`config.mk`:
```
export PLATFORM = sky130hd
export DESIGN_NAME = tde_ctrl
export DESIGN_NICKNAME = d
export VERILOG_FILES = /design/src/tde_pkg.sv /design/src/tde_ctrl.sv
export VERILOG_INCLUDE_DIRS = /design/src /design/src/src
export SDC_FILE = /design/constraint.sdc
export NUM_CORES = 1
export LEC_CHECK = 0
export BUFFER_PORTS_ARGS = -buffer_cell sky130_fd_sc_hd__buf_2
export CORE_UTILIZATION = 55
export DETAILED_ROUTE_END_ITERATION = 10
export GPL_TIMING_DRIVEN = 0
export PLACE_DENSITY = 0.88
export SLEW_MARGIN = 20
export SYNTH_ARGS = -nofsm -noshare
export SYNTH_HDL_FRONTEND = slang
export SYNTH_SLANG_ARGS = --single-unit
```
`constraint.sdc`:
```
create_clock -name i_clk -period 5.5 [get_ports i_clk]
set_input_delay 0.55 -clock i_clk [delete_from_list [all_inputs] [get_ports i_clk]]
set_output_delay 0.55 -clock i_clk [all_outputs]
set_load 0.01 [all_outputs]
```
`src/assert_macros.svh`:
```
// Assertion macros shared by the RTL modules.
`ifndef ASSERT_MACROS_SVH
`define ASSERT_MACROS_SVH

// The condition holds at every clock edge outside reset.
`define ASSERT_ALWAYS(lbl, cond) \
    lbl: assert property (@(posedge i_clk) disable iff (!i_rst_n) (cond)) \
        else $error("assertion failed");

// When the trigger holds, the consequence holds in the cycle after.
`define ASSERT_NEXT(lbl, trig, cons) \
    lbl: assert property (@(posedge i_clk) disable iff (!i_rst_n) (trig) |=> (cons)) \
        else $error("assertion failed");

`endif

```
`src/tde_pkg.sv`:
```
// Types and constants of the tree diameter engine.
`default_nettype none
package tde_pkg;
    localparam int MAX_VERTICES = 1024;
    localparam int VTX_W        = $clog2(MAX_VERTICES);
    localparam int LINK_SLOTS   = 2 * MAX_VERTICES;
    localparam int SLOT_W       = $clog2(LINK_SLOTS);
    localparam int DEPTH_W      = VTX_W + 1;
    localparam int HGT_W        = VTX_W + 1;
    localparam int BEST_W       = HGT_W + 1;
    localparam int DIAM_W       = 10;
    localparam int DIAM_MAX     = 1023;

    typedef struct packed {
        logic [VTX_W-1:0]  vtx;
        logic [SLOT_W-1:0] cur;
        logic [HGT_W-1:0]  hgt;
    } t_frame;

    typedef enum logic [3:0] {
        OP_NONE,
        OP_CLR,
        OP_LOAD,
        OP_TAIL_RD,
        OP_APPEND,
        OP_NEXT_END,
        OP_INIT,
        OP_HEAD,
        OP_LINK_RD,
        OP_NBR_RD,
        OP_STEP,
        OP_POP,
        OP_MERGE,
        OP_FINISH,
        OP_RESULT
    } t_op;

    typedef struct packed {
        t_op  op;
        logic side;
    } t_cmd;

    typedef struct packed {
        logic clr_last;
        logic is_query;
        logic drop;
        logic ans_ready;
        logic cur_zero;
        logic depth_zero;
        logic out_free;
    } t_stat;
endpackage
`default_nettype wire

```
`src/tde_ctrl.sv`:
```
// Controller: sequences clearing, edge appends and the depth-first walk.
`default_nettype none
`include "assert_macros.svh"
module tde_ctrl (
    input  wire            i_clk,
    input  wire            i_rst_n,
    input  wire            i_in_valid,
    input  tde_pkg::t_stat i_stat,
    output logic           o_in_ready,
    output tde_pkg::t_cmd  o_cmd
);
    import tde_pkg::*;

    typedef enum logic [12:0] {
        S_CLEAR  = 13'b0000000000001,
        S_IDLE   = 13'b0000000000010,
        S_DECIDE = 13'b0000000000100,
        S_TAIL   = 13'b0000000001000,
        S_APPEND = 13'b0000000010000,
        S_END    = 13'b0000000100000,
        S_INIT   = 13'b0000001000000,
        S_HEAD   = 13'b0000010000000,
        S_TOP    = 13'b0000100000000,
        S_NBR    = 13'b0001000000000,
        S_STEP   = 13'b0010000000000,
        S_POPD   = 13'b0100000000000,
        S_RESP   = 13'b1000000000000
    } t_state;

    t_state r_state, n_state;
    logic   r_side, n_side;

    always_comb begin
        n_state    = r_state;
        n_side     = r_side;
        o_cmd.op   = OP_NONE;
        o_cmd.side = r_side;
        o_in_ready = 1'b0;
        case (r_state)
            S_CLEAR: begin
                o_cmd.op = OP_CLR;
                if (i_stat.clr_last) begin
                    n_state = S_IDLE;
                end
            end
            S_IDLE: begin
                o_in_ready = 1'b1;
                if (i_in_valid) begin
                    o_cmd.op = OP_LOAD;
                    n_state  = S_DECIDE;
                end
            end
            S_DECIDE: begin
                n_side = 1'b0;
                if (i_stat.is_query) begin
                    n_state = i_stat.ans_ready ? S_RESP : S_INIT;
                end else begin
                    n_state = i_stat.drop ? S_RESP : S_TAIL;
                end
            end
            S_TAIL: begin
                o_cmd.op = OP_TAIL_RD;
                n_state  = S_APPEND;
            end
            S_APPEND: begin
                o_cmd.op = OP_APPEND;
                n_state  = S_END;
            end
            S_END: begin
                o_cmd.op = OP_NEXT_END;
                n_side   = 1'b1;
                n_state  = r_side ? S_RESP : S_TAIL;
            end
            S_INIT: begin
                o_cmd.op = OP_INIT;
                n_state  = S_HEAD;
            end
            S_HEAD: begin
                o_cmd.op = OP_HEAD;
                n_state  = S_TOP;
            end
            S_TOP: begin
                if (i_stat.cur_zero) begin
                    o_cmd.op = OP_POP;
                    n_state  = S_POPD;
                end else begin
                    o_cmd.op = OP_LINK_RD;
                    n_state  = S_NBR;
                end
            end
            S_NBR: begin
                o_cmd.op = OP_NBR_RD;
                n_state  = S_STEP;
            end
            S_STEP: begin
                o_cmd.op = OP_STEP;
                n_state  = S_TOP;
            end
            S_POPD: begin
                if (i_stat.depth_zero) begin
                    o_cmd.op = OP_FINISH;
                    n_state  = S_RESP;
                end else begin
                    o_cmd.op = OP_MERGE;
                    n_state  = S_TOP;
                end
            end
            S_RESP: begin
                if (i_stat.out_free) begin
                    o_cmd.op = OP_RESULT;
                    n_state  = S_IDLE;
                end
            end
            default: n_state = S_IDLE;
        endcase
    end

    always_ff @(posedge i_clk) begin
        if (!i_rst_n) begin
            r_state <= S_CLEAR;
            r_side  <= 1'b0;
        end else begin
            r_state <= n_state;
            r_side  <= n_side;
        end
    end

    `ASSERT_ALWAYS(a_onehot_state, $onehot(r_state))
    `ASSERT_NEXT(a_accept_decides, o_in_ready && i_in_valid, r_state == S_DECIDE)
    `ASSERT_NEXT(a_step_loops, r_state == S_STEP, r_state == S_TOP)
endmodule
`default_nettype wire

```
# ---- Yosys cells after proc, flatten, opt, wreduce, memory -nomap -nowiden
# Index checks and enable logic that the tools add are counted.
dict set report word_totals {
  regBits 14
  input_bits 10
  out_inout_bits 6
  elab_cells 38
}
dict set report classes {
  eq_ne 16
  muxes 17
  reduce_logical 3
}
# cell count
set op_table {}
lappend op_table {{$pmux 13 s12} 1}
lappend op_table {{$mux 13} 8}
lappend op_table {{$pmux 4 s12} 1}
lappend op_table {{$eq 13x1->1 const B} 1}
lappend op_table {{$eq 13x10->1 const B} 1}
lappend op_table {{$eq 13x11->1 const B} 1}
lappend op_table {{$eq 13x12->1 const B} 1}
lappend op_table {{$eq 13x13->1 const B} 1}
lappend op_table {{$eq 13x2->1 const B} 1}
lappend op_table {{$eq 13x3->1 const B} 1}
lappend op_table {{$eq 13x4->1 const B} 1}
lappend op_table {{$eq 13x5->1 const B} 1}
lappend op_table {{$eq 13x6->1 const B} 1}
lappend op_table {{$eq 13x7->1 const B} 1}
lappend op_table {{$eq 13x8->1 const B} 1}
lappend op_table {{$eq 13x9->1 const B} 1}
lappend op_table {{$mux 12} 1}
lappend op_table {{$ne 2x2->1 const B} 3}
lappend op_table {{$mux 2} 2}
lappend op_table {{$mux 4} 1}
lappend op_table {{$reduce_and 3->1} 1}
lappend op_table {{$mux 1} 2}
lappend op_table {{$pmux 1 s2} 1}
lappend op_table {{$reduce_bool 2->1} 1}
lappend op_table {{$reduce_or 2->1} 1}

# ---- Logic depth before layout (Yosys ltp)
dict set report logic_depth {
  depth_word 3
  mapped_depth 7
  ltp_nobuf 5
}

# ---- Worst setup path after synthesis
# OpenSTA, ideal clock, no wires.
dict set report synth_path {
  path_type {reg-to-output}
  start {register r_state[4]}
  end {output port o_cmd[1] (netlist name)}
  t_arrival_ps 1956
  t_required_ps 4950
  slack_ps 2994
  stages_incl_launch_ff 6
  n_path_buf 1
  cell_sequence {dfxtp_1 or4_1 buf_2 or3_1 or4_1 nand4_1}
}
# element line_no
set synth_rtl {}
lappend synth_rtl {{start: declaration} tde_ctrl.sv:30} ;# t_state r_state, n_state;
lappend synth_rtl {{start signal: assignment} tde_ctrl.sv:123} ;# r_state <= n_state;
lappend synth_rtl {{end: declaration} tde_ctrl.sv:10} ;# output tde_pkg::t_cmd o_cmd

==> metrics.yaml <==
status: "finished, final reports clean"
drt_iter0_markers: 78
p_leak_nw: 0.480
antenna_cells: 0
syn-num-nets: 139
fmax_mhz: 325
cts_resized: 0
start_util_pct: 62.3
ys_ff_latch: 14
nFillCells: 138
worstPathRequired_ns: 4.95
critPathArrivalTime_ns: 2.53
cp-start-kind: "register"
gp_congestion: 0.847
cts_tree: "built"
wl_per_cell_um: 14.4
dominantRegCellSynth: "dfxtp_1"
synth-compound-area-share_pct: 16.4
hold_viol: 0
clock-skew-final_ns: 0.000994
antenna_found_initial: 0
synth-adder-area-share_pct: 0
async_reset_ff_share_pct: 0
synth_xor_xnor_area_share_pct: 4.41
die_w_um: 44.5
post-route-drc-count: 0
seq_area_frac_synth_pct: 28.2
core_um2: 1590
critPathMaxFanout: 9
clk_path_buf_depth: 2
hp-class: "input port to register"
synth_cells: 129
final_max_slew_viol_count: 0
max-cap-violations: 0
num_io_pins: 16
synth_top_family_by_area: "simple AND/OR/NAND/NOR gates"
path_clk_slew_ns: 0.09
cp-end-kind: "output pin"
cts-root-buf: "clkbuf_4"
clock_sink_count: 14
ys_types: 41
cts_setup_buffers: 0
path_class: "register to output pin"
clk_latency_ns: 0.28
yosys.area_share.simple_pct: 43.2
numCtsBuffers: 3
tns_ns: 0
port_buffers: 15
ant_nets: 0
rsz0062_at_grt: "false"
areaGrowthSynthToFinish_pct: 14.2
rrSetupSlack_ns: 3.31
grt_pass1_wl_um: 4080
relSlewSlack_pct: 70.8
std_cell_rows: 14
synth_edf_count: 0
drive_above_1_share_pct: 20.9
multiInputGateArea_um2: 636
viasPerCell: 6.22
final_nets: 159
peakVddDrop_uv: 164
grt-ovfl-total: 0
grt_max_degree: 11
pre_cts_ws_ns: 2.77
fin_ws_ns: 2.42
period_share_pct: 56.0
dieArea_um2: 1980
worstMarginPinSlew_ns: 0.434
period_needed_ns: 3.08
dieHeight_um: 44.5
syn_area_um2: 993
placed_cell_area_um2: 1100
fin_area_um2: 1130
first_global_vias: 944
drt-pass1-iter-count: 4
ff_latch_area_um2: 280
track_usage_pct: 28.5
wl_um: 2480
synthMuxAreaShare_pct: 0
synth_warnings: 0
htree_levels: 1
cts_hold_buf: 0
setup_viol: 0
synth_area_per_cell_um2: 7.70
num_vias: 1069
powerDensity_nw_per_um2: 213
hpwl_um: 1850
## cell type report
type | instances | area share (%)
Clock buffer | 4 | 3.20
Tap cell | 24 | 2.65
Multi-Input combinational cell | 100 | 56.0
Sequential cell | 14 | 24.7
Buffer | 12 | 5.84
Timing Repair Buffer | 15 | 6.62
Inverter | 3 | 0.992
## report_power, final
part           leakage [nW]  switching (mW)  internal (mW)
combinational         0.345          0.0356         0.0239
clock                0.0210          0.0351         0.0403
sequential            0.114         0.00192          0.104
## critical path: stages, from the launching register on
cell and delay [ns]:
dfxtp_1 0.32, clkbuf_1 0.20, or4_1 0.60, or2_1 0.24, clkbuf_1 0.16, nor4_1 0.35, a31oi_1 0.14, nand3_1 0.11
buf_2 0.13
## cell families (layout without fill, tap and decap cells)
group / after synthesis / count (layout)
AO/OA/AOI/OAI: 24 / 24
XOR/XNOR: 5 / 5
buffers and inverters: 15 / 34
flip-flops: 14 / 14
AND/OR/NAND/NOR: 71 / 71
## layer usage
layer	up-vias	global-route usage, %	part of all wire [%]	wire [µm]
li1	512	-	-	-
met1	492	35.7	42	1040
met2	59	49.4	48	1190
met3	6	3.67	8.3	205
met4	0	10.9	1.7	42
met5	-	0	0	0
## Yosys cell counts, types with 2 or more instances
master / count / share of area, %
buf_2: 2 / 1.0
nand2b_1: 5 / 3.1
clkbuf_1: 7 / 2.6
and3_1: 3 / 1.9
nor2_1: 9 / 3.4
or4b_2: 3 / 3.0
or3_1: 4 / 2.5
nor3_1: 11 / 5.5
nor4_1: 7 / 4.4
dfxtp_1: 14 / 28
nand2_1: 10 / 3.8
nor3b_1: 4 / 3.0
a21o_1: 3 / 2.3
or4_1: 5 / 3.8
a31oi_1: 2 / 1.3
o22ai_1: 2 / 1.3
buf_6: 2 / 2.3
o21ai_0: 6 / 3.0
inv_1: 3 / 1.1
a21oi_1: 3 / 1.5
xor2_1: 4 / 3.5
## flip-flops by register name (all words and copies together) (netlist names)
| register | flops |
|---|---|
| r_state | 13 |
| r_side | 1 |
## through the flow
stage / power, mW / std cells / utilization, % / hold WS, ns
2_1_floorplan: 0.149 / 129 / - / 0.471
3_3_place_gp: 0.165 / 168 / 68.9 / 0.490
3_5_place_dp: 0.167 / 168 / 68.9 / 0.503
4_1_cts: 0.240 / 172 / 71.2 / 0.463
5_1_grt: 0.250 / 172 / 71.2 / 0.465
6_report: 0.241 / 172 / 71.2 / 0.458
## placed cells by master, fill, tap and decap left out, types with 4 or more instances in the layout
cell	n
buf_2	17
dfxtp_1	14
nor3_1	11
nand2_1	10
nor2_1	9
clkbuf_1	7
nor4_1	7
o21ai_0	6
nand2b_1	5
or4_1	5
or3_1	4
xor2_1	4
nor3b_1	4
## path summary, 6_finish.rpt
| kind | to | cells past startpoint | start |
|---|---|---|---|
| worst max-delay path | o_cmd[2] | 8 | r_state[2] |
| worst min-delay path | r_state[9] | 2 | i_stat[2] |
| worst max register to register | r_state[10] | 6 | r_state[2] |
| worst min register to register | r_side | 2 | r_side |
(Power assumes the default switching activity.)
